**src/apts_pkg.sv**
```systemverilog
// Shared types and constants for the aging priority task scheduler.
// Used by apts_cell and aging_priority_task_scheduler_unit; depends on nothing.
`default_nettype none

package apts_pkg;

  // operation codes of an input beat
  localparam logic [2:0] OP_ADD  = 3'd0;
  localparam logic [2:0] OP_SETP = 3'd1;
  localparam logic [2:0] OP_DEL  = 3'd2;
  localparam logic [2:0] OP_PICK = 3'd3;
  localparam logic [2:0] OP_TICK = 3'd4;

  // status codes of a result beat
  localparam logic [1:0] ST_OK    = 2'd0;
  localparam logic [1:0] ST_RANGE = 2'd1;
  localparam logic [1:0] ST_EMPTY = 2'd2;

  localparam logic signed [5:0] PRIO_MIN  = -6'sd20;
  localparam logic signed [5:0] PRIO_MAX  = 6'sd20;
  localparam logic signed [7:0] DYN_FLOOR = -8'sd128;

  localparam logic [7:0] QUANTUM_RESET = 8'd20;

  // candidate carried around the ring during a pick scan
  typedef struct packed {
    logic              tok;    // this cell holds the scan token
    logic              found;  // a valid task was seen so far
    logic signed [7:0] dyn;    // best dynamic priority so far
  } cand_t;

  // table update broadcast to every cell; the per-cell select picks the target
  typedef struct packed {
    logic              add;
    logic              setp;
    logic              del;
    logic              age;    // age valid tasks, reload the selected winner
    logic signed [5:0] prio;
    logic              cp;
  } cell_cmd_t;

endpackage

`default_nettype wire

```
**src/apts_cell.sv**
```systemverilog
// One task slot of the scheduler ring: entry state plus one stage of the pick scan.
// Depends on apts_pkg.
`default_nettype none

module apts_cell
  import apts_pkg::*;
#(
  parameter int IDX_W = 4
) (
  input  wire logic             clk,
  input  wire logic             rst,
  input  wire logic [IDX_W-1:0] index,
  input  wire logic             step,
  input  wire logic             run,
  input  wire logic             inject,
  input  wire cand_t            prev_cand,
  input  wire logic [IDX_W-1:0] prev_idx,
  output cand_t                 cand,
  output logic [IDX_W-1:0]      cand_idx,
  input  wire cell_cmd_t        cmd,
  input  wire logic             sel,
  output logic                  valid,
  output logic                  pflag
);

  logic              valid_q;
  logic signed [5:0] sprio;
  logic signed [7:0] dyn;
  logic              pf;

  logic              in_tok;
  logic              in_found;
  logic signed [7:0] in_dyn;
  logic              take;

  always_comb begin
    in_tok   = inject | (run & prev_cand.tok);
    in_found = inject ? 1'b0 : prev_cand.found;
    in_dyn   = prev_cand.dyn;
    // strict compare keeps the earlier slot in circular order on a tie
    take     = in_tok && valid_q && (!in_found || (dyn < in_dyn));
  end

  always_ff @(posedge clk) begin
    if (rst) begin
      cand <= '0;
    end else if (step) begin
      cand.tok   <= in_tok;
      cand.found <= in_found | take;
      cand.dyn   <= take ? dyn : in_dyn;
    end
  end

  always_ff @(posedge clk) begin
    if (step) begin
      cand_idx <= take ? index : prev_idx;
    end
  end

  always_ff @(posedge clk) begin
    if (rst) begin
      valid_q <= 1'b0;
    end else if (sel && cmd.add) begin
      valid_q <= 1'b1;
    end else if (sel && cmd.del) begin
      valid_q <= 1'b0;
    end
  end

  always_ff @(posedge clk) begin
    if (sel && cmd.add) begin
      sprio <= cmd.prio;
      dyn   <= 8'(cmd.prio);
      pf    <= cmd.cp;
    end else if (sel && cmd.setp) begin
      sprio <= cmd.prio;
      dyn   <= 8'(cmd.prio);
    end else if (cmd.age && valid_q) begin
      // winner restarts at its static priority, the rest age toward the floor
      if (sel) begin
        dyn <= 8'(sprio);
      end else if (dyn != DYN_FLOOR) begin
        dyn <= dyn - 8'sd1;
      end
    end
  end

  assign valid = valid_q;
  assign pflag = pf;

endmodule

`default_nettype wire

```
**src/aging_priority_task_scheduler_unit.sv**
```systemverilog
// Top level of the aging priority task scheduler: control, output register and cell ring.
// Depends on apts_pkg and apts_cell.
//
// Usage: commands arrive as beats on s_tvalid/s_tready/s_tdata; each gives
// exactly one result beat on m_tvalid/m_tready/m_tdata. The quantum register
// is written on cfg_valid/cfg_ready/cfg_data; the user must write it only while
// the block is idle, and the block itself does not enforce this. One command
// is in work at a time. Add, set priority, remove, tick and unused codes are
// registered at the input beat and give their result in the EXEC state. A pick
// sends a token once around the ring of MAX_TASKS cells, one cell per cycle,
// and gives its result in the FINISH state once every cell has seen the token.
// The next command is taken while a result still waits in the output
// register; it is then held until m_tready frees that register.
// Reset empties the task table, clears the current task and the quantum
// counter, and loads a quantum of 20 ticks; the table needs no clearing pass.
// A stalled receiver holds m_tdata steady and stops further results.
`default_nettype none

module aging_priority_task_scheduler_unit
  import apts_pkg::*;
#(
  parameter int MAX_TASKS = 16
) (
  input  wire logic        clk,
  input  wire logic        rst,
  input  wire logic        s_tvalid,
  output logic             s_tready,
  input  wire logic [15:0] s_tdata,   // op[2:0], slot[6:3], prio[12:7], can_preempt[13], zero
  output logic             m_tvalid,
  input  wire logic        m_tready,
  output logic [7:0]       m_tdata,   // status[1:0], chosen_slot[5:2], preempt[6], zero
  input  wire logic        cfg_valid,
  output logic             cfg_ready,
  input  wire logic [7:0]  cfg_data
);

  localparam int IDX_W = $clog2(MAX_TASKS);

  typedef enum logic [1:0] {IDLE, EXEC, SCAN, FINISH} state_t;

  state_t            state;
  logic [2:0]        op_q;
  logic [3:0]        slot_q;
  logic signed [5:0] prio_q;
  logic              cp_q;
  logic [IDX_W-1:0]  cnt;
  logic [IDX_W-1:0]  last_chosen;
  logic              current_valid;
  logic [7:0]        quantum_left;
  logic [7:0]        quantum_ticks;

  cand_t             cand     [MAX_TASKS];
  logic [IDX_W-1:0]  cand_idx [MAX_TASKS];
  logic [MAX_TASKS-1:0] v;
  logic [MAX_TASKS-1:0] pf;
  logic [MAX_TASKS-1:0] sel;

  logic              out_free;
  logic              prio_ok;
  logic              in_table;
  logic [IDX_W-1:0]  slot_idx;
  logic              slot_v;
  logic              found;
  logic [IDX_W-1:0]  best_idx;
  logic              inject;
  logic              run;
  logic              step;
  logic              commit;
  cell_cmd_t         cmd;
  logic [1:0]        res_status;
  logic [3:0]        res_chosen;
  logic              res_preempt;
  logic [7:0]        ql_dec;
  logic              cv_next;
  logic [7:0]        ql_next;

  assign s_tready  = (state == IDLE);
  assign cfg_ready = 1'b1;
  assign out_free  = !m_tvalid || m_tready;

  always_comb begin
    prio_ok  = (prio_q >= PRIO_MIN) && (prio_q <= PRIO_MAX);
    in_table = 32'(slot_q) < MAX_TASKS;
    slot_idx = IDX_W'(slot_q);
    slot_v   = in_table && v[slot_idx];
  end

  // the scan token sits in exactly one cell once the pick has started
  always_comb begin
    found    = 1'b0;
    best_idx = '0;
    for (int i = 0; i < MAX_TASKS; i++) begin
      if (cand[i].tok) begin
        found    = found | cand[i].found;
        best_idx = best_idx | cand_idx[i];
      end
    end
  end

  always_comb begin
    inject = (state == EXEC) && (op_q == OP_PICK);
    run    = (state == SCAN);
    step   = inject | run;
    commit = ((state == EXEC) && (op_q != OP_PICK) && out_free)
          || ((state == FINISH) && out_free);
    cmd.add  = commit && (state == EXEC) && (op_q == OP_ADD) && prio_ok;
    cmd.setp = commit && (state == EXEC) && (op_q == OP_SETP) && prio_ok && slot_v;
    cmd.del  = commit && (state == EXEC) && (op_q == OP_DEL) && slot_v;
    cmd.age  = commit && (state == FINISH) && found;
    cmd.prio = prio_q;
    cmd.cp   = cp_q;
    for (int i = 0; i < MAX_TASKS; i++) begin
      sel[i] = (state == FINISH) ? (best_idx == IDX_W'(i))
                                 : (in_table && (slot_idx == IDX_W'(i)));
    end
  end

  always_comb begin
    res_status  = ST_OK;
    res_chosen  = 4'd0;
    res_preempt = 1'b0;
    cv_next     = current_valid;
    ql_next     = quantum_left;
    ql_dec      = (quantum_left == 8'd0) ? 8'd0 : quantum_left - 8'd1;
    if (state == FINISH) begin
      if (found) begin
        res_chosen = 4'(best_idx);
        cv_next    = 1'b1;
        ql_next    = quantum_ticks;
      end else begin
        res_status = ST_EMPTY;
      end
    end else begin
      case (op_q)
        OP_ADD: begin
          if (!prio_ok) begin
            res_status = ST_RANGE;
          end else if (!in_table) begin
            res_status = ST_EMPTY;
          end
        end
        OP_SETP: begin
          if (!prio_ok) begin
            res_status = ST_RANGE;
          end else if (!slot_v) begin
            res_status = ST_EMPTY;
          end
        end
        OP_DEL: begin
          if (!slot_v) begin
            res_status = ST_EMPTY;
          end else if (current_valid && (last_chosen == slot_idx)) begin
            cv_next = 1'b0;
          end
        end
        OP_TICK: begin
          if (!current_valid) begin
            res_status = ST_EMPTY;
          end else if (pf[last_chosen]) begin
            ql_next = ql_dec;
            if (ql_dec == 8'd0) begin
              res_preempt = 1'b1;
              cv_next     = 1'b0;
            end
          end
        end
        default: begin
        end
      endcase
    end
  end

  always_ff @(posedge clk) begin
    if (rst) begin
      state         <= IDLE;
      cnt           <= '0;
      last_chosen   <= '0;
      current_valid <= 1'b0;
      quantum_left  <= 8'd0;
      quantum_ticks <= QUANTUM_RESET;
      m_tvalid      <= 1'b0;
    end else begin
      if (cfg_valid && cfg_ready) begin
        quantum_ticks <= cfg_data;
      end
      if (commit) begin
        m_tvalid      <= 1'b1;
        m_tdata       <= {1'b0, res_preempt, res_chosen, res_status};
        current_valid <= cv_next;
        quantum_left  <= ql_next;
        if (cmd.age) begin
          last_chosen <= best_idx;
        end
      end else if (m_tvalid && m_tready) begin
        m_tvalid <= 1'b0;
      end
      case (state)
        IDLE: begin
          if (s_tvalid) begin
            state <= EXEC;
          end
        end
        EXEC: begin
          if (op_q == OP_PICK) begin
            cnt   <= '0;
            state <= SCAN;
          end else if (out_free) begin
            state <= IDLE;
          end
        end
        SCAN: begin
          // advance the token until every cell has seen it
          if (cnt == IDX_W'(MAX_TASKS - 2)) begin
            state <= FINISH;
          end else begin
            cnt <= cnt + 1'b1;
          end
        end
        FINISH: begin
          if (out_free) begin
            state <= IDLE;
          end
        end
        default: begin
          state <= IDLE;
        end
      endcase
    end
  end

  always_ff @(posedge clk) begin
    if (s_tvalid && s_tready) begin
      op_q   <= s_tdata[2:0];
      slot_q <= s_tdata[6:3];
      prio_q <= s_tdata[12:7];
      cp_q   <= s_tdata[13];
    end
  end

  for (genvar i = 0; i < MAX_TASKS; i++) begin : g_cell
    localparam int PREV = (i + MAX_TASKS - 1) % MAX_TASKS;
    apts_cell #(
      .IDX_W(IDX_W)
    ) u_cell (
      .clk      (clk),
      .rst      (rst),
      .index    (IDX_W'(i)),
      .step     (step),
      .run      (run),
      .inject   (inject && (last_chosen == IDX_W'(i))),
      .prev_cand(cand[PREV]),
      .prev_idx (cand_idx[PREV]),
      .cand     (cand[i]),
      .cand_idx (cand_idx[i]),
      .cmd      (cmd),
      .sel      (sel[i]),
      .valid    (v[i]),
      .pflag    (pf[i])
    );
  end

  logic [MAX_TASKS-1:0] tok_vec;
  always_comb begin
    for (int i = 0; i < MAX_TASKS; i++) begin
      tok_vec[i] = cand[i].tok;
    end
  end

  a_token_unique: assert property (@(posedge clk) disable iff (rst) $onehot0(tok_vec))
    else $error("scan token present in more than one cell");

  a_current_live: assert property (@(posedge clk) disable iff (rst)
    current_valid |-> v[last_chosen])
    else $error("current task points at an empty slot");

  a_scan_token: assert property (@(posedge clk) disable iff (rst)
    (state == FINISH) |-> $onehot(tok_vec))
    else $error("pick finished without a scan token");

  a_status_code: assert property (@(posedge clk) disable iff (rst)
    m_tvalid |-> (m_tdata[1:0] != 2'd3))
    else $error("undefined status code on result");

endmodule

`default_nettype wire
```
**config.mk**
```make
export PLATFORM = sky130hd
export DESIGN_NAME = aging_priority_task_scheduler_unit
export DESIGN_NICKNAME = d
export VERILOG_FILES = /design/src/apts_pkg.sv /design/src/apts_cell.sv /design/src/aging_priority_task_scheduler_unit.sv
export SDC_FILE = /design/constraint.sdc
export NUM_CORES = 1
export LEC_CHECK = 0
export BUFFER_PORTS_ARGS = -buffer_cell sky130_fd_sc_hd__buf_4
export CORE_MARGIN = 4
export CORE_UTILIZATION = 67
export DETAILED_ROUTE_END_ITERATION = 8
export HOLD_SLACK_MARGIN = 0.12
export PLACE_DENSITY = 0.84
export SYNTH_ARGS = -nofsm -noshare
export SYNTH_HDL_FRONTEND = slang
export SYNTH_SLANG_ARGS = --single-unit
```
**constraint.sdc**
```tcl
create_clock -name clk -period 7.2 [get_ports clk]
set_clock_uncertainty 0.2 [all_clocks]
set_input_delay 1.44 -clock clk [delete_from_list [all_inputs] [get_ports clk]]
set_output_delay 1.44 -clock clk [all_outputs]
set_load 0.01 [all_outputs]
```
==> results.cfg, run 1 <==
[logic_synthesis]
synth_top_area_share = 0.362
ys.flop_type = edfxtp_1
synth_top_cell_by_area = edfxtp_1
ys_seq_area_frac = 0.514
yosysWarnings = 0
syn_nets = 2684
netlist_instances = 2520
ys_types = 65
synth_seq_cells = 529
synthesis.area_um2 = 26900
yosysMostFrequentCell = edfxtp_1
syn_avg_cell_area_um2 = 10.7
synth_async_sr_flop_share = 0
synth_area_leaders = edfxtp_1 (36%), dfxtp_1 (15%), ha_1 (6.3%)
synth_common_cells = edfxtp_1 (325), a21oi_1 (232), a211oi_1 (211)
synth-edff-count = 325

[worst_setup_path]
r2r-start = g_cell[0].u_cell.cand[9]
arrival_ps = 4260
max_stage_delay_ps = 810
path_delay_family = simple AND/OR/NAND/NOR gates
path_cells = a22o_1, a221oi_1, and4_1, a21oi_1, nand4_1, nor2_1, a31o_2
r2r_end = g_cell[11].u_cell.dyn[5]
path_buf_inv = 0
crit_path_end_kind = flip-flop
crit_path_top_delay_cell = nand4_1
cp_max_fo = 18
startpoint_type = flip-flop
r2r_slack_ps = 3020
r2r_cells = 7
critPathRequiredTime_ps = 7280
crit_type = reg2reg

[pwr]
cellPowerDensity_nw_per_um2 = 218
leakage_nw = 9.80
total_power_w = 0.00638
peakVddDrop_uv = 235

[cts]
clkSinkCount = 529
worstSkewPairLatency_ps = 610
numCtsBuffers = 53
cts_resized = 0
post_cts_buffers = 0
tritoncts = built
cts_buffer_depth = 3
clk_pin_slew_ps = 60
cts_hold_repair.buffers = 0
htreeDepth = 2
root_buffer = clkbuf_16

[timing]
final.min_clock_period_ps = 4180
fin_ws_ps = 3020
fmax_mhz = 239
finalSetupViolCount = 0
worst_slew_pin_slew_ps = 1320
fin_setup_tns_ps = 0
fin_crit_sh = 0.581
drv_slew = 0
relSlewSlack = 0.116
hold_violations = 0
rsz0062_at_grt = false

[detailed_routing]
vias_per_cell = 6.65
routed_wl_um = 68400
dr.first_iter.drc_count = 2161
wl_per_cell_um = 22.2
final_antenna_net_count = 0
firstDrtPassIters = 6
drc = 0
vias = 20500

[global_routing]
gr-max-usage-layer = met2
met3_usage = 0.0550
overflow = 0
antenna_found_initial = 1
grt_pass1_wl_um = 108000
first_global_vias = 20000
grtUsageTotal = 0.308
grt_use_met1 = 0.411
grtUsageMet2 = 0.504
grt_max_degree = 168

[min_path]
hold_depth = 2
holdPathEnd = quantum_ticks[4]
hp-start = quantum_ticks[4]
hold_path_class = reg2reg

[finish]
layout.nets = 2675
register_area_um2 = 13800
final_layout_size_suffix_gt1_frac = 0.0916
final_core_util = 0.736
diodes = 0
multi_input_comb_area_um2 = 11800
fillers = 2654
area_growth_syn_to_layout_pct = 8.65

[floorplan]
num_rows = 73
coreArea_um2 = 39700
io_pins = 40
die_y_um = 208
die_x_um = 208
start_util = 0.678
dieArea_um2 = 43500

[place]
dp_hpwl_um = 46000
gp_congestion = 0.930
dpl_worst_slack_ps = 2720
port_buffers = 35

[flow_run]
drv_cap = 0

[run_status]
outcome = finished, final reports clean
routing by layer:
metal / up-vias / wire [um]
met3: 223 / 6730
met2: 1068 / 32100
met5: - / 0
li1: 9344 / -
met1: 9836 / 26700
met4: 0 / 2880
worst max path at each step:
stage	cells after the start	endpoint	startpoint
6_report	7	g_cell[11].u_cell.dyn[5]	g_cell[0].u_cell.cand[9]
2_1_floorplan	8	g_cell[0].u_cell.cand_idx[0]	state[0]
3_5_place_dp	8	g_cell[7].u_cell.dyn[0]	m_tready
5_1_grt	7	g_cell[10].u_cell.dyn[2]	g_cell[1].u_cell.cand[9]
4_1_cts	7	g_cell[10].u_cell.dyn[2]	g_cell[0].u_cell.cand[9]
3_3_place_gp	8	g_cell[7].u_cell.dyn[0]	m_tready
area by class of cell:
class                      count  share of cell area
clock buffer                  82              0.0529
clock inverter                17             0.00582
inverter                     176              0.0228
multi-input combinational   1675               0.403
sequential                   529               0.473
tap                          525              0.0225
timing repair buffer          76              0.0196
power by group:
group,internal [W],switching [W]
clock network,0.00158,0.00118
logic,0.000108,0.000200
registers,0.00326,0.0000545
cells by family (layout without fill, tap and decap cells):
kind of cell	count (synthesis)	count (layout)	share of synthesized area
compound gates	690	690	0.170
fa+ha+maj	135	135	0.0627
mux	123	123	0.0500
other cells	2	2	0.000279
simple gates	622	622	0.121
flops	529	529	0.514
xor+xnor	103	103	0.0335
buf+inv	316	351	0.0483
tightest hold or removal path, cell delays in order (launching register included):
cell     delay (ps)
dfxtp_1         330
mux2i_1          70
nand2_1          60
placed cells by master (no fill, tap or decap), types with 6 or more instances in the layout:
| cell type | n |
|---|---|
| nor3_1 | 46 |
| a311oi_1 | 10 |
| clkbuf_16 | 54 |
| nand2_1 | 80 |
| clkbuf_1 | 19 |
| xnor2_1 | 53 |
| nand4b_1 | 21 |
| a22oi_1 | 13 |
| clkbuf_8 | 9 |
| edfxtp_1 | 325 |
| a21oi_1 | 232 |
| dfxtp_1 | 204 |
| nor3b_1 | 11 |
| or3b_2 | 20 |
| o21a_1 | 35 |
| or3_1 | 37 |
| a22o_1 | 16 |
| ha_1 | 135 |
| nor2_1 | 205 |
| a211oi_1 | 211 |
| a21o_1 | 13 |
| buf_4 | 75 |
| and3_1 | 6 |
| inv_1 | 175 |
| xor2_1 | 50 |
| a31oi_1 | 20 |
| mux2i_1 | 111 |
| and2_1 | 9 |
| o211ai_1 | 6 |
| nand3_1 | 12 |
| mux4_2 | 9 |
| nand2b_1 | 65 |
| nand4_1 | 17 |
| a221oi_1 | 42 |
| a31o_2 | 15 |
| or2_2 | 22 |
| o21ai_0 | 52 |
| clkinv_2 | 6 |
| nor2b_1 | 41 |
stage by stage:
step                      hold slack [ps]  cells  cell area (um2)
after floorplan                       241   2520            26900
after global placement                267   2981            27500
after detailed placement              264   2981            27500
after CTS                             279   3080            29300
after global routing                  319   3080            29300
final                                 281   3080            29300
flip-flops by register name (all words and copies together), names as in the netlist:
| signal | flops |
|---|---|
| g_cell.u_cell.cand | 160 |
| current_valid | 1 |
| g_cell.u_cell.pflag | 16 |
| last_chosen | 4 |
| slot_idx | 4 |
| g_cell.u_cell.sprio | 96 |
| state | 2 |
| cp_q | 1 |
| m_tvalid | 1 |
| prio_q | 6 |
| g_cell.u_cell.valid | 16 |
| g_cell.u_cell.cand_idx | 64 |
| quantum_left | 8 |
| g_cell.u_cell.dyn | 128 |
| cnt | 4 |
| op_q | 3 |
| quantum_ticks | 8 |
| m_tdata | 7 |
Note: power is estimated with default switching activity, not from simulation.
==> inputs of run 2 (changes only) <==
CORE_UTILIZATION = 57   (was 67)
PLACE_DENSITY = 0.76   (was 0.84)
clock period = 3.7 ns   (was 7.2 ns; I/O delays follow)
==> results.cfg, run 2 (synthesized netlist as in run 1, its figures left out) <==
[run_status]
outcome = finished, final reports clean

[finish]
final_layout_size_suffix_gt1_frac = 0.116
area_growth_syn_to_layout_pct = 12.6
largest_reg_flops = 160
mostFrequentLayoutCells = edfxtp_1 (325), a21oi_1 (232), a211oi_1 (211), nor2_1 (205), dfxtp_1 (204)
largest-register = g_cell.u_cell.cand
layout.nets = 2758
final_common_cell = edfxtp_1
stdcell_count = 3247
reg_top3 = g_cell.u_cell.cand x160, g_cell.u_cell.dyn x128, g_cell.u_cell.sprio x96
diodes = 0

[global_routing]
grtUsageTotal = 0.275
first_global_vias = 20100
overflow = 0
grt_max_degree = 79
grt_pass1_wl_um = 110000
antenna_found_initial = 0

[place]
gp_congestion = 0.943
dp_hpwl_um = 49300
dp_cells = 3131
port_buffers = 35

[min_path]
hold_depth = 1
hold_path_class = in2reg
hp-start = s_tdata[3]
holdPathEnd = slot_idx[0]

[timing]
final.min_clock_period_ps = 3480
worst_slew_pin_slew_ps = 1150
fin_crit_sh = 0.942
rsz0062_at_grt = false
relSlewSlack = 0.231
fin_setup_tns_ps = 0
drv_slew = 0
hold_violations = 0
finalSetupViolCount = 0
fmax_mhz = 287

[worst_setup_path]
path_buf_inv = 2
r2r_cells = 9
r2r_end = g_cell[3].u_cell.dyn[7]
path_cells = mux4_2, mux2i_1, mux2_2, a2111o_2, buf_12, nor2_2, buf_4, a211oi_1, a21oi_1
path_delay_family = multiplexers
crit_path_top_delay_cell = mux4_2
startpoint_type = flip-flop
crit_type = reg2reg
critPathRequiredTime_ps = 3830
arrival_ps = 3610
cp_max_fo = 51
r2r-start = slot_idx[0]
crit_path_end_kind = flip-flop
max_stage_delay_ps = 570
r2r_slack_ps = 220

[floorplan]
num_rows = 79
die_y_um = 225
coreArea_um2 = 46700
start_util = 0.577
io_pins = 40
die_x_um = 225
dieArea_um2 = 50800

[cts]
root_buffer = clkbuf_16
tritoncts = built
cts_buffer_depth = 3
numCtsBuffers = 55
clk_pin_slew_ps = 60
clkSinkCount = 529
htreeDepth = 2
worstSkewPairLatency_ps = 610

[pwr]
peakVddDrop_uv = 438
cellPowerDensity_nw_per_um2 = 431
leakage_nw = 10.3
total_power_w = 0.0131

[detailed_routing]
wl_per_cell_um = 21.6
vias = 20300
firstDrtPassIters = 5
vias_per_cell = 6.25
dr.first_iter.drc_count = 2161
routed_wl_um = 70200
final_antenna_net_count = 0
drc = 0

[flow_run]
drv_cap = 0
-- run 2: cell types whose count changed in the layout (fill, tap and decap cells not counted) --
cell / delta
clkinv_1: +7
buf_12: +7
clkbuf_16: +3
buf_4: +61
bufinv_16: +8
inv_4: -1
clkinv_2: +1
clkbuf_8: -6
dlygate4sd3_1: +13
inv_6: -2
clkbuf_1: -8
clkinv_4: +2
-- run 2: power breakdown --
part / internal (W) / switching, W / leakage [nW]
clock network: 0.00363 / 0.00234 / 0.944
logic: 0.000235 / 0.000406 / 4.82
registers: 0.00634 / 0.0000968 / 4.59
total: 0.0102 / 0.00285 / 10.3
-- run 2: layout make-up --
| class | count | area (um2) |
|---|---|---|
| well taps | 607 | 759 |
| flip-flops and latches | 529 | 13800 |
| inverters | 176 | 668 |
| clock inverters | 32 | 435 |
| multi-input cells | 1675 | 11800 |
| clock buffers | 71 | 1510 |
| fillers | 3537 | 16300 |
| repair buffers | 157 | 1300 |
-- run 2: worst max-delay path by stage --
stage | startpoint | slack (ps) | depth (start not counted) | end
CTS | slot_idx[0] | 270 | 9 | g_cell[3].u_cell.dyn[6]
finish | slot_idx[0] | 220 | 9 | g_cell[3].u_cell.dyn[7]
detailed placement | slot_idx[0] | 290 | 8 | g_cell[14].u_cell.dyn[3]
global placement | slot_idx[0] | 380 | 9 | g_cell[5].u_cell.dyn[7]
global route | slot_idx[0] | 110 | 9 | g_cell[3].u_cell.dyn[6]
floorplan | slot_idx[0] | 510 | 9 | g_cell[0].u_cell.dyn[0]
-- run 2: per-stage QoR --
| stage | hold slack [ps] | util | setup WS [ps] | cell area (um2) |
|---|---|---|---|---|
| 2_1_floorplan | 241 | - | 510 | 26900 |
| 3_3_place_gp | 273 | 0.605 | 382 | 28200 |
| 3_5_place_dp | 271 | 0.605 | 292 | 28200 |
| 4_1_cts | 123 | 0.650 | 267 | 30300 |
| 5_1_grt | 135 | 0.650 | 110 | 30300 |
| 6_report | 141 | 0.650 | 216 | 30300 |
-- run 2: per-layer routing --
metal | part of all wire | track usage | vias to the layer above | wire length (um)
li1 | - | - | 9504 | -
met3 | 0.072 | 0.0418 | 154 | 5080
met2 | 0.47 | 0.454 | 728 | 33200
met5 | 0 | 0 | - | 0
met1 | 0.42 | 0.376 | 9916 | 29700
met4 | 0.031 | 0.0879 | 0 | 2170
-- run 2: what timing repair did --
action | CTS | global route
hold buffers | 13 | 0
buffers inserted | 0 | 0
hold endpoints to repair | 13 | 0
gates resized for setup | 0 | 0
